--- src/rtl/bpb_pkg.sv ---
// package for the branch predictor block
// holds sizes, mode codes, and the item and result types; no dependencies
package bpb_pkg;
    localparam int Entries = 64;
    localparam int KeyBits = 32;
    localparam int PcBits = 32;
    localparam int IdxBits = $clog2(Entries);
    localparam int CntBits = $clog2(Entries + 1);
    localparam int QDepth = 2;

    typedef enum logic [1:0] {
        MODE_BTB    = 2'd0,
        MODE_TWOBIT = 2'd1,
        MODE_STATIC = 2'd2,
        MODE_NONE   = 2'd3
    } t_mode;

    localparam logic ACT_PREDICT = 1'b0;
    localparam logic ACT_RESOLVE = 1'b1;

    typedef struct packed {
        logic              action;
        logic [KeyBits-1:0] branch_key;
        logic              resolved_taken;
        logic [PcBits-1:0] target_pc;
    } t_req;

    typedef struct packed {
        logic              predict_taken;
        logic [31:0]       predicted_pc;
        logic              hit;
        logic              table_full;
    } t_rsp;
endpackage

--- src/rtl/bpb_if.sv ---
// valid/ready channel carrying one payload of a given type
// depends on bpb_pkg for the payload types
interface bpb_req_if;
    import bpb_pkg::*;
    logic valid;
    logic ready;
    t_req data;
    modport source (output valid, output data, input ready);
    modport sink (input valid, input data, output ready);
endinterface

interface bpb_rsp_if;
    import bpb_pkg::*;
    logic valid;
    logic ready;
    t_rsp data;
    modport source (output valid, output data, input ready);
    modport sink (input valid, input data, output ready);
endinterface

--- src/rtl/bpb_front.sv ---
// front end: accepts requests and queues them for the back end
// depends on bpb_pkg and bpb_if
module bpb_front
    import bpb_pkg::*;
(
    input  logic         i_clk,
    input  logic         i_rst_n,
    bpb_req_if.sink      i_req,
    input  logic         i_pop,
    output logic         o_avail,
    output t_req         o_head
);
    t_req                r_q [QDepth];
    logic [$clog2(QDepth+1)-1:0] r_cnt;
    logic [$clog2(QDepth)-1:0]   r_rd, r_wr;
    logic push, pop;

    assign i_req.ready = (r_cnt != QDepth[$clog2(QDepth+1)-1:0]);
    assign push = i_req.valid && i_req.ready;
    assign pop = i_pop && (r_cnt != '0);
    assign o_avail = (r_cnt != '0);
    assign o_head = r_q[r_rd];

    always_ff @(posedge i_clk) begin
        if (!i_rst_n) begin
            r_cnt <= '0;
            r_rd <= '0;
            r_wr <= '0;
        end else begin
            if (push) r_wr <= r_wr + 1'b1;
            if (pop) r_rd <= r_rd + 1'b1;
            r_cnt <= r_cnt + {{($clog2(QDepth+1)-1){1'b0}}, push}
                           - {{($clog2(QDepth+1)-1){1'b0}}, pop};
        end
        if (push) r_q[r_wr] <= i_req.data;
    end

    assert property (@(posedge i_clk) disable iff (!i_rst_n)
        r_cnt <= QDepth) else $error("queue overflow");
    assert property (@(posedge i_clk) disable iff (!i_rst_n)
        (r_cnt == '0) |-> !pop) else $error("pop of empty queue");
endmodule

--- src/rtl/bpb_back.sv ---
// back end: in table mode searches the table one entry per cycle; updates state
// depends on bpb_pkg and bpb_if
module bpb_back
    import bpb_pkg::*;
(
    input  logic         i_clk,
    input  logic         i_rst_n,
    input  logic [1:0]   i_mode,
    input  logic         i_avail,
    input  t_req         i_head,
    output logic         o_pop,
    bpb_rsp_if.source    o_rsp
);
    typedef enum logic [1:0] {S_IDLE, S_SCAN, S_DONE} t_state;

    logic [KeyBits-1:0] r_keys [Entries];
    logic [PcBits-1:0]  r_tgts [Entries];
    logic               r_tkn  [Entries];

    t_state             r_state;
    logic [CntBits-1:0] r_count;
    logic [CntBits-1:0] r_idx;
    logic [1:0]         r_ctr;
    logic               r_valid;
    t_rsp               r_rsp;
    t_rsp               r_res;
    logic [KeyBits-1:0] r_key_rd;
    logic [PcBits-1:0]  r_tgt_rd;
    logic               r_tkn_rd;
    logic               r_rd_ok;

    logic [IdxBits-1:0] rd_addr;
    logic match;
    logic out_free;
    logic is_pred;
    logic fast_taken;
    logic [31:0] pc_ext;

    assign out_free = !r_valid || o_rsp.ready;
    assign o_rsp.valid = r_valid;
    assign o_rsp.data = r_rsp;
    assign o_pop = (r_state == S_DONE) && out_free;
    assign rd_addr = r_idx[IdxBits-1:0];
    assign match = r_rd_ok && (r_key_rd == i_head.branch_key);
    assign pc_ext = 32'(r_tgt_rd);
    assign is_pred = (i_head.action == ACT_PREDICT);
    assign fast_taken = is_pred && ((i_mode == MODE_TWOBIT && r_ctr[1]) || i_mode == MODE_STATIC);

    // registered read port; r_rd_ok marks that read data matches r_idx-1
    always_ff @(posedge i_clk) begin
        r_key_rd <= r_keys[rd_addr];
        r_tgt_rd <= r_tgts[rd_addr];
        r_tkn_rd <= r_tkn[rd_addr];
    end

    always_ff @(posedge i_clk) begin
        if (!i_rst_n) begin
            r_state <= S_IDLE;
            r_count <= '0;
            r_idx <= '0;
            r_ctr <= 2'd0;
            r_valid <= 1'b0;
            r_rd_ok <= 1'b0;
        end else begin
            if (o_pop) r_valid <= 1'b1;
            else if (o_rsp.ready) r_valid <= 1'b0;
            case (r_state)
                S_IDLE: begin
                    r_rd_ok <= 1'b0;
                    if (i_avail) begin
                        if (i_mode == MODE_BTB) begin
                            r_idx <= '0;
                            r_state <= S_SCAN;
                        end else begin
                            r_state <= S_DONE;
                            r_res <= '{predict_taken: fast_taken, predicted_pc: '0,
                                       hit: 1'b0, table_full: 1'b0};
                            if (i_mode == MODE_TWOBIT && !is_pred) begin
                                if (i_head.resolved_taken && r_ctr != 2'd3)
                                    r_ctr <= r_ctr + 2'd1;
                                else if (!i_head.resolved_taken && r_ctr != 2'd0)
                                    r_ctr <= r_ctr - 2'd1;
                            end
                        end
                    end
                end
                S_SCAN: begin
                    // r_idx is the address now being read; data of r_idx-1 is on hand
                    if (match) begin
                        r_res <= '{predict_taken: is_pred && r_tkn_rd,
                                   predicted_pc: is_pred ? pc_ext : 32'd0,
                                   hit: 1'b1, table_full: 1'b0};
                        if (!is_pred) begin
                            r_tkn[rd_addr - 1'b1] <= i_head.resolved_taken;
                            r_tgts[rd_addr - 1'b1] <= i_head.target_pc;
                        end
                        r_state <= S_DONE;
                    end else if (r_idx == r_count || r_idx == Entries[CntBits-1:0]) begin
                        if (r_idx == r_count) begin
                            r_res <= '{predict_taken: 1'b0, predicted_pc: '0, hit: 1'b0,
                                       table_full: !is_pred &&
                                                   (r_count == Entries[CntBits-1:0])};
                            if (!is_pred && r_count != Entries[CntBits-1:0]) begin
                                r_keys[r_count[IdxBits-1:0]] <= i_head.branch_key;
                                r_tgts[r_count[IdxBits-1:0]] <= i_head.target_pc;
                                r_tkn[r_count[IdxBits-1:0]] <= i_head.resolved_taken;
                                r_count <= r_count + 1'b1;
                            end
                            r_state <= S_DONE;
                        end else begin
                            r_idx <= r_idx + 1'b1;
                            r_rd_ok <= 1'b1;
                        end
                    end else begin
                        r_idx <= r_idx + 1'b1;
                        r_rd_ok <= 1'b1;
                    end
                end
                S_DONE: begin
                    r_rd_ok <= 1'b0;
                    if (out_free) begin
                        r_rsp <= r_res;
                        r_state <= S_IDLE;
                    end
                end
                default: r_state <= S_IDLE;
            endcase
        end
    end

    assert property (@(posedge i_clk) disable iff (!i_rst_n)
        r_count <= Entries) else $error("entry count past capacity");
    assert property (@(posedge i_clk) disable iff (!i_rst_n)
        o_pop |=> r_valid) else $error("pop without response");
    assert property (@(posedge i_clk) disable iff (!i_rst_n)
        (r_valid && !o_rsp.ready) |=> $stable(r_rsp)) else $error("response changed");
endmodule

--- src/rtl/branch_predictor_btb_two_bit.sv ---
// branch predictor with target buffer, 2-bit counter, static and none modes
// non-table modes answer without a table search; table mode scans the stored
// entries in order; one item in flight, the queue absorbs the next requests
// in table mode, throughput is set by the sequential scan over the one memory read port
// synchronous active-low reset clears mode, counter, entry count and queues
module branch_predictor_btb_two_bit
    import bpb_pkg::*;
(
    input  logic       i_clk,
    input  logic       i_rst_n,
    input  logic       i_cfg_we,
    input  logic [1:0] i_cfg_wdata,
    bpb_req_if.sink    i_req,
    bpb_rsp_if.source  o_rsp
);
    logic [1:0] r_mode;
    logic       avail, pop;
    t_req       head;

    always_ff @(posedge i_clk) begin
        if (!i_rst_n) r_mode <= MODE_BTB;
        else if (i_cfg_we) r_mode <= i_cfg_wdata;
    end

    bpb_front u_front (
        .i_clk, .i_rst_n, .i_req, .i_pop(pop), .o_avail(avail), .o_head(head)
    );

    bpb_back u_back (
        .i_clk, .i_rst_n, .i_mode(r_mode), .i_avail(avail), .i_head(head),
        .o_pop(pop), .o_rsp
    );
endmodule
--- src/flat_wrapper.sv ---
// flat-port wrapper written by rule: the top's interface ports become plain ports
module branch_predictor_btb_two_bit_flat import bpb_pkg::*;
  (i_clk, i_rst_n, i_cfg_we, i_cfg_wdata, i_req_valid, i_req_data, i_req_ready, o_rsp_valid, o_rsp_data, o_rsp_ready);
  bpb_req_if i_req_i ();
  bpb_rsp_if o_rsp_i ();
  input  logic i_clk;
  input  logic i_rst_n;
  input  logic i_cfg_we;
  input  logic [1:0] i_cfg_wdata;
  input wire logic [$bits(i_req_i.valid)-1:0] i_req_valid;
  input wire logic [$bits(i_req_i.data)-1:0] i_req_data;
  output wire logic [$bits(i_req_i.ready)-1:0] i_req_ready;
  output wire logic [$bits(o_rsp_i.valid)-1:0] o_rsp_valid;
  output wire logic [$bits(o_rsp_i.data)-1:0] o_rsp_data;
  input wire logic [$bits(o_rsp_i.ready)-1:0] o_rsp_ready;
  assign i_req_i.valid = i_req_valid;
  assign i_req_i.data = i_req_data;
  assign i_req_ready = i_req_i.ready;
  assign o_rsp_valid = o_rsp_i.valid;
  assign o_rsp_data = o_rsp_i.data;
  assign o_rsp_i.ready = o_rsp_ready;
  branch_predictor_btb_two_bit u_core (.i_clk(i_clk), .i_rst_n(i_rst_n), .i_cfg_we(i_cfg_we), .i_cfg_wdata(i_cfg_wdata), .i_req(i_req_i), .o_rsp(o_rsp_i));
endmodule
--- config.mk ---
export PLATFORM = sky130hd
export DESIGN_NAME = branch_predictor_btb_two_bit_flat
export DESIGN_NICKNAME = d
export VERILOG_FILES = /design/src/rtl/bpb_pkg.sv /design/src/rtl/bpb_if.sv /design/src/rtl/bpb_front.sv /design/src/rtl/bpb_back.sv /design/src/rtl/branch_predictor_btb_two_bit.sv /design/src/flat_wrapper.sv
export SDC_FILE = /design/constraint.sdc
export NUM_CORES = 2
export LEC_CHECK = 0
export BUFFER_PORTS_ARGS = -buffer_cell sky130_fd_sc_hd__clkbuf_2
export CORE_AREA = 2 2 590 592
export CTS_BUF_LIST = sky130_fd_sc_hd__clkbuf_4 sky130_fd_sc_hd__clkbuf_8
export CTS_CLUSTER_SIZE = 8
export DETAILED_ROUTE_END_ITERATION = 16
export DIE_AREA = 0 0 592 594
export PLACE_DENSITY = 0.68
export SLEW_MARGIN = 20
export SYNTH_ARGS = -nofsm -noshare
export SYNTH_HDL_FRONTEND = slang
export SYNTH_MEMORY_MAX_BITS = 65536
export SYNTH_SLANG_ARGS = --single-unit
--- constraint.sdc ---
create_clock -name i_clk -period 5 [get_ports i_clk]
set_input_delay 0.5 -clock i_clk [delete_from_list [all_inputs] [get_ports i_clk]]
set_output_delay 0.5 -clock i_clk [all_outputs]
set_load 0.05 [all_outputs]
==> impl_metrics.py <==
metrics = {
    "clock_network": {
        "cts_inserted_buffers": 678,
        "root_buffer": "clkbuf_8",
        "cts_tree": "yes",
        "clock_latency_ns": 1.20,
        "htree_levels": 6,
        "cts.path.max_buffers": 4,
        "clock_sinks": 4454,
        "cts-resized-gates": 0,
        "clkTransAtPathRegs_ns": 0.06,
    },
    "logic_synthesis": {
        "yosysUniqueCellTypes": 58,
        "synth_seq_area_share_pct": 78.8,
        "synth_async_sr_flop_share_pct": 0,
        "ys_ff_latch": 4454,
        "synth_top_area_cell": "edfxtp_1",
        "syn_inst": 6685,
        "syn_nets": 6764,
        "synth_top_area_share_pct": 77.7,
        "synth_area_leaders": "edfxtp_1 (78%), mux4_2 (18%), dfxtp_1 (1.1%)",
        "ys.flop_type": "edfxtp_1",
        "synth-edff-count": 4362,
        "avgSynthCellArea_um2": 25.2,
        "yosys_warnings": 0,
        "syn_area_mm2": 0.169,
    },
    "sta": {
        "rsz0062_at_grt": "false",
        "fmax_mhz": 212,
        "maxSlewHeadroom_pct": 17.9,
        "setup_violations": 0,
        "setup_slack_ns": 0.280,
        "period_share_pct": 94.4,
        "worst_slew_pin_slew_ns": 1.23,
        "fin_skew_ns": 0.0735,
        "slew_viol_final": 0,
        "period_needed_ns": 4.72,
        "hold_violations": 0,
    },
    "route": {
        "drt-initial-drc-count": 10990,
        "wl_per_cell_um": 31.6,
        "finalWirelength_um": 396000,
        "drc": 0,
        "ant_nets": 0,
        "via_count": 77267,
        "vias_per_cell": 6.18,
        "first_pass_iters": 5,
    },
    "global_routing": {
        "antenna_found_initial": 32,
        "grt-ovfl-total": 0,
        "first_global_vias": 77318,
        "grt_max_degree": 164,
        "grt_usage_pct": 22.4,
        "grt_pass1_wl_um": 564000,
    },
    "setup_path": {
        "cp.required_ns": 5.84,
        "crit_path_max_fanout": 34,
        "cp_cell_sequence": "mux2_2 -> xor2_1 -> nor4_1 -> and4_1 -> a31o_2 -> buf_12 -> mux2_2 -> nor3_4 -> buf_12",
        "path_class": "register to register",
        "setup.worst_path.start_class": "register",
        "worst_setup_path_end_kind": "register",
        "cp_data_arrival_time_ns": 5.56,
        "critPathSlowestCell": "dfxtp_4",
        "cpPeakStageDelay_ns": 0.66,
    },
    "floorplanning": {
        "die_w_um": 592,
        "initial_core_util_pct": 48.8,
        "chipHeight_um": 594,
        "core_area_mm2": 0.345,
        "rows": 216,
        "fp.dieArea_mm2": 0.352,
        "io_pins": 110,
    },
    "power": {
        "p_leak_uw": 0.0574,
        "power.density_mw_per_mm2": 411,
        "vdd_ir_drop_max_mv": 0.446,
    },
    "placed_design": {
        "gp_congestion": 0.843,
        "place_ws_ns": 0.166,
        "dpl.hpwl_um": 231000,
        "port_buffers": 109,
    },
    "outcome": {
        "run_status": "finished, final reports clean",
    },
    "final_layout": {
        "fin_util_pct": 55.3,
        "fin_nets": 7570,
        "drive_above_1_share_pct": 37.8,
        "fillers": 24632,
        "syn_to_final_growth_pct": 13.2,
    },
    "min_path": {
        "hold_class": "primary input to register",
    },
    "flow_run": {
        "drv_cap": 0,
    },
}
## routing by layer
layer  track usage [%]  up-vias  routed length (um)
li1                  -    30650                   -
met1              34.2    41973              163000
met2              33.1     4036              183000
met3              4.81      600               40300
met4              5.60        8                9040
met5                 0        -                  54
## sequential cells by signal, summed over array words and instances, names as in the netlist, named ones only
signal / flops
u_core.u_back.o_rsp.data: 35
u_core.u_front.r_cnt: 2
u_core.u_back.r_keys: 2048
u_core.u_front.r_q: 132
u_core.u_back.pc_ext: 32
u_core.u_back.r_rd_ok: 1
u_core.u_back.r_tgts: 2048
u_core.u_back.r_key_rd: 32
u_core.u_back.o_rsp.valid: 1
u_core.u_back.r_count: 7
u_core.u_back.r_state: 2
u_core.u_back.r_res: 35
u_core.u_front.r_rd: 1
u_core.u_front.r_wr: 1
u_core.r_mode: 2
u_core.u_back.r_tkn_rd: 1
u_core.u_back.r_tkn: 64
u_core.u_back.r_idx: 7
u_core.u_back.r_ctr: 2
## synthesized netlist by cell type, types with 4 or more instances
master and n:
buf_6 7, nand2_1 33, or4_1 4, o31a_1 5, edfxtp_1 4362, and2_1 36
mux4_2 1365, nor3b_1 4, nor2_1 117, mux2i_1 20, nor3_1 49, inv_1 14
buf_2 105, nand3_1 16, o21ai_0 5, nand2b_1 6, buf_1 48, nor2b_1 4
dfxtp_1 92, a311o_1 5, ha_1 6, buf_4 13, clkbuf_1 175, a21oi_1 9
o31ai_1 4, xor2_1 33, nor4_1 13, mux2_2 69, nand4_1 4, xnor2_1 13
or3_1 6
## repair_timing
item                      CTS  global route
hold buffers              107             0
setup buffers               0             0
hold endpoints to repair  149             0
## where the power goes
part	switching [uW]	internal [uW]	leakage [uW]
Sequential	172	44200	0.0400
Clock	13400	15200	0.00669
Combinational	4560	915	0.0107
Total	18100	60300	0.0574
## final cells by class
cell class / count / area [um^2] / share of cell area (%)
inverters: 16 / 65.1 / 0.0341
clock buffers: 988 / 11800 / 6.21
repair buffers: 474 / 4330 / 2.27
diodes: 20 / 50.0 / 0.0262
flip-flops and latches: 4454 / 133000 / 69.6
multi-input cells: 1867 / 35100 / 18.4
well taps: 4578 / 5730 / 3.00
clock inverters: 111 / 749 / 0.393
## worst max-delay path, delay by kind of cell, from the launching register on
kind            cells  cell delay (ns)
compound gates      1             0.55
simple gates        3             1.58
flops               1             0.66
mux                 2             0.91
buf+inv             2             0.43
xor+xnor            1             0.15
## cell families (layout without fill, tap and decap cells)
family / Yosys count / after routing / share of synthesized area (%)
DFF: 4454 / 4454 / 78.8
muxes: 1455 / 1455 / 18.8
buffers and inverters: 364 / 1589 / 0.949
and+or+nand+nor: 313 / 313 / 0.919
AOI/OAI and AO/OA: 47 / 47 / 0.207
xor gates and xnor gates: 46 / 46 / 0.239
adders and majority gates: 6 / 6 / 0.0445
other: 0 / 20 / 0
## cell usage in the layout, fill, tap and decap left out, types with 33 or more instances in the layout
| cell type | count |
|---|---|
| buf_4 | 198 |
| clkbuf_8 | 708 |
| clkbuf_2 | 109 |
| dlygate4sd3_1 | 107 |
| buf_12 | 55 |
| xor2_1 | 33 |
| nor2_4 | 88 |
| mux4_2 | 1365 |
| mux2_2 | 52 |
| clkinv_1 | 60 |
| dfxtp_1 | 86 |
| nand2_1 | 33 |
| clkbuf_4 | 280 |
| edfxtp_1 | 4362 |
| and2_1 | 36 |
## metrics by stage
| step | power (uW) | TNS [ns] | cell area [um^2] | hold WS (ns) | std cells |
|---|---|---|---|---|---|
| 4_1_cts | 78900 | 0 | 191000 | 0.00816 | 12482 |
| 3_3_place_gp | 50200 | 0 | 177000 | 0.405 | 11271 |
| 6_report | 78400 | 0 | 191000 | 0.105 | 12508 |
| 2_1_floorplan | 47700 | -44.89 | 169000 | 0.400 | 6685 |
| 5_1_grt | 80800 | 0 | 191000 | 0.0503 | 12498 |
| 3_5_place_dp | 50500 | 0 | 177000 | 0.408 | 11276 |
## worst paths after layout
| kind | from | to | slack (ns) | cells past startpoint |
|---|---|---|---|---|
| worst max register to register | register | u_core.u_back.r_tgts[47][15]$_DFFE_PP_ | 0.28 | 9 |
| worst min register to register | u_core.u_back.r_res[27]$_SDFFCE_PP0P_ | u_core.u_back.o_rsp.data[27]$_DFFE_PP_ | 0.42 | 0 |
| worst min-delay path | i_req_data[48] | u_core.u_front.r_q[0][48]$_DFFE_PP_ | 0.10 | 2 |
| worst max-delay path | register | u_core.u_back.r_tgts[47][15]$_DFFE_PP_ | 0.28 | 9 |
No activity file was read; power rests on OpenSTA's default activity.
